===== config.mk =====
export PLATFORM = sky130hd
export DESIGN_NAME = stereo_gain_with_auto_boost
export DESIGN_NICKNAME = d
export VERILOG_FILES = /design/src/sgab_pkg.sv /design/src/sgab_cfg.sv /design/src/sgab_scale.sv /design/src/stereo_gain_with_auto_boost.sv
export SDC_FILE = /design/constraint.sdc
export NUM_CORES = 2
export LEC_CHECK = 0
export BUFFER_PORTS_ARGS = -buffer_cell sky130_fd_sc_hd__buf_2
export CELL_PAD_IN_SITES_DETAIL_PLACEMENT = 0
export CELL_PAD_IN_SITES_GLOBAL_PLACEMENT = 2
export CORE_UTILIZATION = 36
export CTS_CLUSTER_SIZE = 40
export DETAILED_ROUTE_END_ITERATION = 8
export PLACE_DENSITY = 0.83
export SYNTH_ARGS = -nofsm -noshare
export SYNTH_HDL_FRONTEND = slang
export SYNTH_SLANG_ARGS = --single-unit

===== constraint.sdc =====
create_clock -name clk -period 15.3 [get_ports clk]
set_clock_uncertainty 0.1 [all_clocks]
set_input_delay 0.765 -clock clk [delete_from_list [all_inputs] [get_ports clk]]
set_output_delay 0.765 -clock clk [all_outputs]
set_load 0.02 [all_outputs]

===== src/sgab_pkg.sv =====
package sgab_pkg;

  localparam int OUT_W   = 21;
  localparam int COUNT_W = 17;
  localparam int RATE_W  = 17;
  localparam int GAIN_DB_W = 7;
  localparam int CFG_IDX_W = 2;
  localparam int STATUS_W  = 2;
  localparam int ROM_DEPTH = 97;
  localparam int ROM_IDX_W = 7;

  // half-dB steps: user range and the automatic boost
  localparam int STEP_MAX   = 48;
  localparam int BOOST_STEP = 12;

  localparam logic [RATE_W-1:0] RATE_MIN   = RATE_W'(8000);
  localparam logic [RATE_W-1:0] RATE_MAX   = RATE_W'(96000);
  localparam logic [RATE_W-1:0] RATE_RESET = RATE_W'(44100);

  localparam logic [CFG_IDX_W-1:0] CFG_GAIN     = 2'd0;
  localparam logic [CFG_IDX_W-1:0] CFG_BOOST_EN = 2'd1;
  localparam logic [CFG_IDX_W-1:0] CFG_RATE     = 2'd2;

  localparam logic CMD_FRAME   = 1'b0;
  localparam logic CMD_RESTART = 1'b1;

  localparam logic [STATUS_W-1:0] BOOST_UNDECIDED = 2'd0;
  localparam logic [STATUS_W-1:0] BOOST_ON        = 2'd1;
  localparam logic [STATUS_W-1:0] BOOST_DECLINED  = 2'd2;

  // 10^(r/40) scaled by 6553600, one decade
  localparam logic [25:0] DEC_ROM [40] = '{
    26'd6553600,  26'd6941925,  26'd7353260,  26'd7788968,  26'd8250494,
    26'd8739366,  26'd9257206,  26'd9805730,  26'd10386756, 26'd11002210,
    26'd11654132, 26'd12344683, 26'd13076151, 26'd13850962, 26'd14671683,
    26'd15541035, 26'd16461899, 26'd17437328, 26'd18470554, 26'd19565003,
    26'd20724303, 26'd21952295, 26'd23253050, 26'd24630880, 26'd26090341,
    26'd27636302, 26'd29273854, 26'd31008441, 26'd32845806, 26'd34792043,
    26'd36853601, 26'd39037314, 26'd41350420, 26'd43800587, 26'd46395935,
    26'd49145067, 26'd52057095, 26'd55141672, 26'd58409022, 26'd61869974
  };
  localparam logic [9:0] POW_TEN [4] = '{10'd1, 10'd10, 10'd100, 10'd1000};

  typedef struct packed {
    logic              boost_en;
    logic              dec_clr;
    logic [RATE_W-1:0] sample_rate;
  } cfg_ctl_t;

endpackage


===== src/sgab_cfg.sv =====
module sgab_cfg
  import sgab_pkg::*;
#(
  parameter int FRACTION_BITS = 16,
  parameter int GAIN_W        = FRACTION_BITS + 4
) (
  input  logic                 clk,
  input  logic                 rst_n,
  input  logic                 cfg_valid,
  input  logic [CFG_IDX_W-1:0] cfg_index,
  input  logic [RATE_W-1:0]    cfg_data,
  output cfg_ctl_t             ctl,
  output logic [GAIN_W-1:0]    gain_base,
  output logic [GAIN_W-1:0]    gain_boost
);

  typedef logic [GAIN_W-1:0] rom_t [ROM_DEPTH];

  // linear gain for each half-dB step from -24 dB to +24 dB
  function automatic rom_t build_rom();
    rom_t        rom;
    int          r;
    int          d;
    logic [63:0] num;
    r = 32;
    d = 0;
    for (int i = 0; i < ROM_DEPTH; i++) begin
      num    = (64'(DEC_ROM[r]) * 64'(POW_TEN[d])) << FRACTION_BITS;
      rom[i] = GAIN_W'((num + 64'd327680000) / 64'd655360000);
      r++;
      if (r == 40) begin
        r = 0;
        d++;
      end
    end
    return rom;
  endfunction

  localparam rom_t GAIN_ROM = build_rom();

  logic signed [GAIN_DB_W-1:0] gain_db_r, gain_db_nxt;
  logic                        boost_en_r, boost_en_nxt;
  logic [RATE_W-1:0]           rate_r, rate_nxt;
  logic                        dec_clr_r, dec_clr_nxt;
  logic [GAIN_W-1:0]           gain_base_r, gain_boost_r;

  logic signed [GAIN_DB_W-1:0] wr_db;
  logic signed [7:0]           k_boost;
  logic signed [7:0]           idx_base;
  logic signed [7:0]           idx_boost;

  always_comb begin
    wr_db = $signed(cfg_data[GAIN_DB_W-1:0]);
    gain_db_nxt = gain_db_r;
    boost_en_nxt = boost_en_r;
    rate_nxt = rate_r;
    dec_clr_nxt = 1'b0;
    if (cfg_valid) begin
      case (cfg_index)
        CFG_GAIN: begin
          if (wr_db > GAIN_DB_W'(STEP_MAX))
            gain_db_nxt = GAIN_DB_W'(STEP_MAX);
          else if (wr_db < -GAIN_DB_W'(STEP_MAX))
            gain_db_nxt = -GAIN_DB_W'(STEP_MAX);
          else
            gain_db_nxt = wr_db;
        end
        CFG_BOOST_EN: begin
          boost_en_nxt = cfg_data[0];
          dec_clr_nxt = 1'b1;
        end
        CFG_RATE: begin
          if (cfg_data >= RATE_MIN && cfg_data <= RATE_MAX)
            rate_nxt = cfg_data;
        end
        default: ;
      endcase
    end
  end

  always_comb begin
    k_boost = 8'(gain_db_r) + 8'(BOOST_STEP);
    if (k_boost > 8'(STEP_MAX))
      k_boost = 8'(STEP_MAX);
    idx_base = 8'(gain_db_r) + 8'(STEP_MAX);
    idx_boost = k_boost + 8'(STEP_MAX);
  end

  always_ff @(posedge clk) begin
    if (!rst_n) begin
      gain_db_r <= '0;
      boost_en_r <= 1'b0;
      rate_r <= RATE_RESET;
      dec_clr_r <= 1'b0;
    end else begin
      gain_db_r <= gain_db_nxt;
      boost_en_r <= boost_en_nxt;
      rate_r <= rate_nxt;
      dec_clr_r <= dec_clr_nxt;
    end
  end

  // register the gains from the stored step in the cycle after it changes
  always_ff @(posedge clk) begin
    gain_base_r <= GAIN_ROM[idx_base[ROM_IDX_W-1:0]];
    gain_boost_r <= GAIN_ROM[idx_boost[ROM_IDX_W-1:0]];
  end

  assign ctl.boost_en = boost_en_r;
  assign ctl.dec_clr = dec_clr_r;
  assign ctl.sample_rate = rate_r;
  assign gain_base = gain_base_r;
  assign gain_boost = gain_boost_r;

endmodule


===== src/sgab_scale.sv =====
module sgab_scale
  import sgab_pkg::*;
#(
  parameter int SAMPLE_BITS = 16,
  parameter int GAIN_W      = 20
) (
  input  logic signed [SAMPLE_BITS-1:0] sample,
  input  logic        [GAIN_W-1:0]      gain,
  output logic signed [OUT_W-1:0]       scaled,
  output logic        [OUT_W-1:0]       magnitude
);

  localparam int PROD_W = SAMPLE_BITS + GAIN_W + 1;
  localparam int Q_W    = PROD_W - (SAMPLE_BITS - 1);
  localparam int CMP_W  = ((Q_W > OUT_W) ? Q_W : OUT_W) + 1;

  localparam logic signed [CMP_W-1:0] SAT_HI = CMP_W'((1 << (OUT_W - 1)) - 1);
  localparam logic signed [CMP_W-1:0] SAT_LO = -CMP_W'(1 << (OUT_W - 1));

  logic signed [PROD_W-1:0] prod;
  logic signed [PROD_W-1:0] shifted;
  logic signed [CMP_W-1:0]  q;

  always_comb begin
    prod = PROD_W'(sample) * $signed(PROD_W'({1'b0, gain}));
    // arithmetic shift floors toward minus infinity
    shifted = prod >>> (SAMPLE_BITS - 1);
    q = CMP_W'($signed(shifted[Q_W-1:0]));
    if (q > SAT_HI)
      scaled = SAT_HI[OUT_W-1:0];
    else if (q < SAT_LO)
      scaled = SAT_LO[OUT_W-1:0];
    else
      scaled = q[OUT_W-1:0];
    magnitude = scaled[OUT_W-1] ? (~scaled + OUT_W'(1)) : scaled;
  end

endmodule


===== src/stereo_gain_with_auto_boost.sv =====
// Channel  Direction  Handshake                Payload
// in       input      in_valid / in_ready      in_cmd, in_left_sample, in_right_sample,
//                                              in_block_end
// out      output     out_valid / out_ready    out_left, out_right, out_peak_level,
//                                              out_boost_status, out_last
// cfg      input      cfg_valid / cfg_ready    cfg_index, cfg_data
//
// One request per cycle while the output is not stalled; a taken request enters the input
// register, then one multiply per channel carries its result into the output register.
// Gain changes from a register write reach the multipliers through the step and gain registers.
// Reset (rst_n low, synchronous) empties both stages and restores register defaults.
// A stalled result holds the output register; the input register still takes one more request.
module stereo_gain_with_auto_boost
  import sgab_pkg::*;
#(
  parameter int SAMPLE_BITS   = 16,
  parameter int FRACTION_BITS = 16
) (
  input  logic                          clk,
  input  logic                          rst_n,
  input  logic                          in_valid,
  output logic                          in_ready,
  input  logic                          in_cmd,
  input  logic signed [SAMPLE_BITS-1:0] in_left_sample,
  input  logic signed [SAMPLE_BITS-1:0] in_right_sample,
  input  logic                          in_block_end,
  output logic                          out_valid,
  input  logic                          out_ready,
  output logic signed [OUT_W-1:0]       out_left,
  output logic signed [OUT_W-1:0]       out_right,
  output logic        [OUT_W-1:0]       out_peak_level,
  output logic        [STATUS_W-1:0]    out_boost_status,
  output logic                          out_last,
  input  logic                          cfg_valid,
  output logic                          cfg_ready,
  input  logic        [CFG_IDX_W-1:0]   cfg_index,
  input  logic        [RATE_W-1:0]      cfg_data
);

  localparam int GAIN_W = FRACTION_BITS + 4;
  localparam int PK25_W = OUT_W + 6;
  localparam logic [PK25_W-1:0] BOOST_THR = PK25_W'(2) << FRACTION_BITS;

  cfg_ctl_t          ctl;
  logic [GAIN_W-1:0] gain_base, gain_boost, gain_sel;

  // input stage
  logic                          s1_vld_r, s1_vld_nxt;
  logic                          s1_cmd_r;
  logic signed [SAMPLE_BITS-1:0] s1_left_r, s1_right_r;
  logic                          s1_last_r;

  // result stage
  logic                       out_vld_r, out_vld_nxt;
  logic signed [OUT_W-1:0]    out_left_r, out_right_r, out_left_nxt, out_right_nxt;
  logic [OUT_W-1:0]           out_peak_r, out_peak_nxt;
  logic [STATUS_W-1:0]        out_status_r, out_status_nxt;
  logic                       out_last_r, out_last_nxt;

  // running state
  logic [COUNT_W-1:0]  count_r, count_nxt;
  logic [OUT_W-1:0]    peak_r, peak_nxt;
  logic [STATUS_W-1:0] dec_r, dec_nxt;

  logic signed [OUT_W-1:0] sc_left, sc_right;
  logic [OUT_W-1:0]        mag_left, mag_right, pk;
  logic [COUNT_W-1:0]      cnt_inc;
  logic [PK25_W-1:0]       pk25;
  logic                    advance, in_fire;

  sgab_cfg #(
    .FRACTION_BITS(FRACTION_BITS),
    .GAIN_W       (GAIN_W)
  ) u_cfg (
    .clk       (clk),
    .rst_n     (rst_n),
    .cfg_valid (cfg_valid),
    .cfg_index (cfg_index),
    .cfg_data  (cfg_data),
    .ctl       (ctl),
    .gain_base (gain_base),
    .gain_boost(gain_boost)
  );

  assign gain_sel = (ctl.boost_en && dec_r == BOOST_ON) ? gain_boost : gain_base;

  sgab_scale #(
    .SAMPLE_BITS(SAMPLE_BITS),
    .GAIN_W     (GAIN_W)
  ) u_scale_left (
    .sample   (s1_left_r),
    .gain     (gain_sel),
    .scaled   (sc_left),
    .magnitude(mag_left)
  );

  sgab_scale #(
    .SAMPLE_BITS(SAMPLE_BITS),
    .GAIN_W     (GAIN_W)
  ) u_scale_right (
    .sample   (s1_right_r),
    .gain     (gain_sel),
    .scaled   (sc_right),
    .magnitude(mag_right)
  );

  assign cfg_ready = 1'b1;
  assign advance = !out_vld_r || out_ready;
  assign in_ready = !s1_vld_r || advance;
  assign in_fire = in_valid && in_ready;

  always_comb begin
    s1_vld_nxt = s1_vld_r;
    if (in_fire)
      s1_vld_nxt = 1'b1;
    else if (advance)
      s1_vld_nxt = 1'b0;

    out_vld_nxt = out_vld_r;
    if (advance)
      out_vld_nxt = s1_vld_r;
    else if (out_ready)
      out_vld_nxt = 1'b0;
  end

  always_comb begin
    pk = peak_r;
    if (mag_left > pk)
      pk = mag_left;
    if (mag_right > pk)
      pk = mag_right;
    cnt_inc = (count_r == '1) ? count_r : count_r + COUNT_W'(1);
    pk25 = (PK25_W'(pk) << 4) + (PK25_W'(pk) << 3) + PK25_W'(pk);

    count_nxt = count_r;
    peak_nxt = peak_r;
    dec_nxt = dec_r;
    out_left_nxt = sc_left;
    out_right_nxt = sc_right;
    out_peak_nxt = pk;
    out_last_nxt = s1_last_r;

    if (s1_vld_r && advance) begin
      if (s1_cmd_r == CMD_RESTART) begin
        count_nxt = '0;
        peak_nxt = '0;
        dec_nxt = BOOST_UNDECIDED;
        out_left_nxt = '0;
        out_right_nxt = '0;
        out_peak_nxt = '0;
        out_last_nxt = 1'b0;
      end else begin
        count_nxt = cnt_inc;
        peak_nxt = pk;
        if (s1_last_r) begin
          // decide once a quarter second has gone by
          if (ctl.boost_en && dec_r == BOOST_UNDECIDED &&
              {cnt_inc, 2'b00} >= (COUNT_W + 2)'(ctl.sample_rate)) begin
            if (pk != '0 && pk25 < BOOST_THR)
              dec_nxt = BOOST_ON;
            else
              dec_nxt = BOOST_DECLINED;
          end
          peak_nxt = '0;
        end
      end
    end
    if (ctl.dec_clr)
      dec_nxt = BOOST_UNDECIDED;
    out_status_nxt = dec_nxt;
  end

  always_ff @(posedge clk) begin
    if (!rst_n) begin
      s1_vld_r <= 1'b0;
      out_vld_r <= 1'b0;
      count_r <= '0;
      peak_r <= '0;
      dec_r <= BOOST_UNDECIDED;
    end else begin
      s1_vld_r <= s1_vld_nxt;
      out_vld_r <= out_vld_nxt;
      count_r <= count_nxt;
      peak_r <= peak_nxt;
      dec_r <= dec_nxt;
    end
  end

  always_ff @(posedge clk) begin
    if (in_fire) begin
      s1_cmd_r <= in_cmd;
      s1_left_r <= in_left_sample;
      s1_right_r <= in_right_sample;
      s1_last_r <= in_block_end;
    end
    if (s1_vld_r && advance) begin
      out_left_r <= out_left_nxt;
      out_right_r <= out_right_nxt;
      out_peak_r <= out_peak_nxt;
      out_status_r <= out_status_nxt;
      out_last_r <= out_last_nxt;
    end
  end

  assign out_valid = out_vld_r;
  assign out_left = out_left_r;
  assign out_right = out_right_r;
  assign out_peak_level = out_peak_r;
  assign out_boost_status = out_status_r;
  assign out_last = out_last_r;

endmodule

==> results_tabular.tex <==
\begin{tabular}{lr}
\hline
Metric & Value \\
\hline
\multicolumn{2}{l}{\textbf{Status}} \\
\quad Status & finished, final reports clean \\
\multicolumn{2}{l}{\textbf{Timing}} \\
\quad Max Slew Vio Count & 0 \\
\quad Worst slew pin tran & 0.967 ns \\
\quad Max Fclk & 0.0675 GHz \\
\quad Endpoints failing hold & 0 \\
\quad Fraction of the cycle the final worst path needs & 0.969 \\
\quad Unrepaired setup endpoints after global routing & true \\
\quad Worst rel slew slack & 0.352 \\
\quad Final worst path period need & 14.82 ns \\
\quad Final setup viols & 0 \\
\quad Worst-case setup margin in the final layout & 0.482 ns \\
\multicolumn{2}{l}{\textbf{Hold path}} \\
\quad Hold WC Path Type & input pin to flop \\
\multicolumn{2}{l}{\textbf{Flow run}} \\
\quad MaxCap Viol Count & 0 \\
\multicolumn{2}{l}{\textbf{Die}} \\
\quad Horizontal die dimension & 337 um \\
\quad Die outline height & 337 um \\
\quad Top Ports & 127 \\
\quad Die Area & 113000 um\^{}2 \\
\quad Starting density of the core & 0.364 \\
\quad Floorplan Core Area & 111000 um\^{}2 \\
\quad \# rows & 122 \\
\multicolumn{2}{l}{\textbf{Global route}} \\
\quad Via count of the first global-routing pass & 36400 \\
\quad Pin count of the biggest net entering global routing & 80 \\
\quad Met2 Resource Use GR & 0.404 \\
\quad Total global routing track utilization & 0.244 \\
\quad Remaining global-route overflow & 0 \\
\quad Initial antenna violation count & 1 \\
\quad First-pass GRT wire length & 216000 um \\
\quad Met1 usage in global routing & 0.338 \\
\quad Gr busiest metal & met2 \\
\quad Met3 track demand over resource & 0.0283 \\
\multicolumn{2}{l}{\textbf{Worst setup path}} \\
\quad Critical path fanouts, max & 10 \\
\quad CP Launch Type & flop \\
\quad Kind of critical path & flop to flop \\
\quad Largest incremental delay on the critical path & 0.58 ns \\
\quad Data required time of the worst path & 15.55 ns \\
\quad Arrival time at the worst endpoint & 15.06 ns \\
\quad Slowest cell on the critical path & sky130\_fd\_sc\_hd\_\_fa\_1 \\
\quad Element type at the critical path end & flop \\
\multicolumn{2}{l}{\textbf{Routing}} \\
\quad \# DRC & 0 \\
\quad Number of optimization iterations in the first detailed-route pass & 8 \\
\quad Number of vias per cell & 5.42 \\
\quad Via Count & 35900 \\
\quad Drt first-iter violations & 2913 \\
\quad Final antenna-violating net count & 0 \\
\quad Wire length per cell & 20.9 um \\
\quad Final routed wirelength across all metal layers & 138000 um \\
\multicolumn{2}{l}{\textbf{Yosys}} \\
\quad Number of warnings printed during yosys synthesis & 0 \\
\quad Avg Cell Area, Syn & 8.09 um\^{}2 \\
\quad Area of the mapped netlist & 40300 um\^{}2 \\
\quad Synth async-reset ratio & 0 \\
\quad EDFF count, synth & 100 \\
\quad Distinct cell type count of the synthesized netlist & 104 \\
\quad Number of standard cells after synthesis & 4981 \\
\quad Sequential cell area fraction in the yosys report & 0.128 \\
\quad Number of storage elements in the synthesis netlist & 208 \\
\quad Predominant post-synthesis flop cell & sky130\_fd\_sc\_hd\_\_dfxtp\_1 \\
\quad Syn\_nets & 5951 \\
\multicolumn{2}{l}{\textbf{Clocking}} \\
\quad Max clock buf depth & 3 \\
\quad Clock slew at reported path FFs & 0.06 ns \\
\quad Clock buffer count from CTS & 27 \\
\quad Cts hold-fix bufs & 0 \\
\quad Count of clock tree sinks & 208 \\
\quad TritonCTS clock tree & done \\
\quad CTS HTree Levels & 1 \\
\quad Root Buffer & sky130\_fd\_sc\_hd\_\_clkbuf\_16 \\
\quad Clock latency reported for the late side of the worst-skew pair & 0.65 ns \\
\multicolumn{2}{l}{\textbf{Placement}} \\
\quad Number of buffers inserted by port buffering & 125 \\
\quad DP Wirelength & 109000 um \\
\quad Global placement routability congestion & 0.931 \\
\quad DP Worst Slack & -0.429 ns \\
\multicolumn{2}{l}{\textbf{Final layout}} \\
\quad Layout cells sized above 1 & 0.128 \\
\quad Fin util & 0.412 \\
\quad Top library cells by usage in the layout, fill and taps aside & sky130\_fd\_sc\_hd\_\_inv\_1, sky130\_fd\_sc\_hd\_\_nand2\_1, sky130\_fd\_sc\_hd\_\_fa\_1 \\
\quad Area added between synthesis and finish & 13.3\% \\
\quad Net count, final & 6086 \\
\quad Commonest non-fill, non-tap cell in the layout & sky130\_fd\_sc\_hd\_\_inv\_1 \\
\hline
\end{tabular}
## state kept, by name (all words and copies together), names as in the netlist, 17 cells and up
register / cells
out_left: 21
u_cfg.gain_base: 20
out_right: 21
u_cfg.gain_boost: 20
count_r: 17
peak_r: 21
u_cfg.rate_r: 17
out_peak_level: 21
## cells in the mapped netlist, drive strengths merged, types with 28 or more instances
library cell / number / area share
a211oi: 54 / 0.010
a21o: 54 / 0.010
a21oi: 295 / 0.037
a22oi: 35 / 0.0065
a31oi: 47 / 0.0073
and2: 263 / 0.041
buf: 29 / 0.0031
clkbuf: 281 / 0.026
dfxtp: 108 / 0.054
edfxtp: 100 / 0.075
fa: 515 / 0.26
ha: 397 / 0.12
inv: 747 / 0.070
mux2: 28 / 0.0079
mux2i: 38 / 0.0098
nand2: 688 / 0.064
nand3: 63 / 0.0080
nand4: 49 / 0.0078
nor2: 290 / 0.027
nor2b: 35 / 0.0054
nor3: 80 / 0.010
o211ai: 59 / 0.011
o21ai: 245 / 0.031
xnor2: 51 / 0.011
xor2: 30 / 0.0065
## cell type report
cell class	count	area, um^2
clock inverters	15	196
inverters	751	2820
flip-flops and latches	208	5170
fillers	11500	65200
multi-input cells	3712	31800
clock buffers	35	790
diodes	1	2.50
well taps	1488	1860
repair buffers	416	2980
## layer usage
metal,up-vias,share of wire
met3,178,0.057
li1,16800,-
met2,1058,0.46
met1,17900,0.45
met4,2,0.028
met5,-,0.00014
## repair_timing
item                       in CTS  in global routing
setup buffers                   2                 36
setup endpoints to repair       4                  4
gates cloned                    0                  3
resized for setup              21                151
pin swaps                       2                 47
## worst paths after layout
| check | startpoint | endpoint | slack [ns] | cells after the start |
|---|---|---|---|---|
| max | dec_r[1] | out_boost_status[1] | 0.48 | 65 |
| min | in_left_sample[5] | s1_left_r[5] | 0.19 | 1 |
| max reg2reg | dec_r[1] | out_boost_status[1] | 0.48 | 65 |
| min reg2reg | peak_r[18] | peak_r[18] | 0.36 | 2 |
## cell families (layout without fill, tap and decap cells)
kind of cell    after synthesis  count (layout)  synth area share
simple gates               1604            1604             0.188
mux                          66              66            0.0177
flops                       208             208             0.128
buf+inv                    1061            1217            0.0993
fa+ha+maj                   917             917             0.380
compound gates             1043            1043             0.169
other cells                   1               2         0.0000931
xor+xnor                     81              81            0.0176
## stage by stage
stage | instances | TNS (ns) | area [um^2] | hold slack (ns)
after global placement | 6534 | -1.31 | 43500 | 0.362
after CTS | 6586 | 0 | 44600 | 0.149
final | 6626 | 0 | 45600 | 0.193
after global routing | 6625 | -0.147 | 45600 | 0.177
after floorplan | 4981 | 0 | 40300 | 0.340
after detailed placement | 6534 | -1.46 | 43500 | 0.362
## worst max-delay path, delay by kind of cell (launching register included)
kind | cells | cell delay (ns)
adders and majority gates | 13 | 5.08
AOI/OAI and AO/OA | 20 | 4.24
and+or+nand+nor | 16 | 2.71
buffers and inverters | 14 | 1.47
muxes | 2 | 0.59
DFF | 1 | 0.31
Power is not shown: default switching activity piles up to over one toggle a cycle in this logic, so the estimate is an artifact.
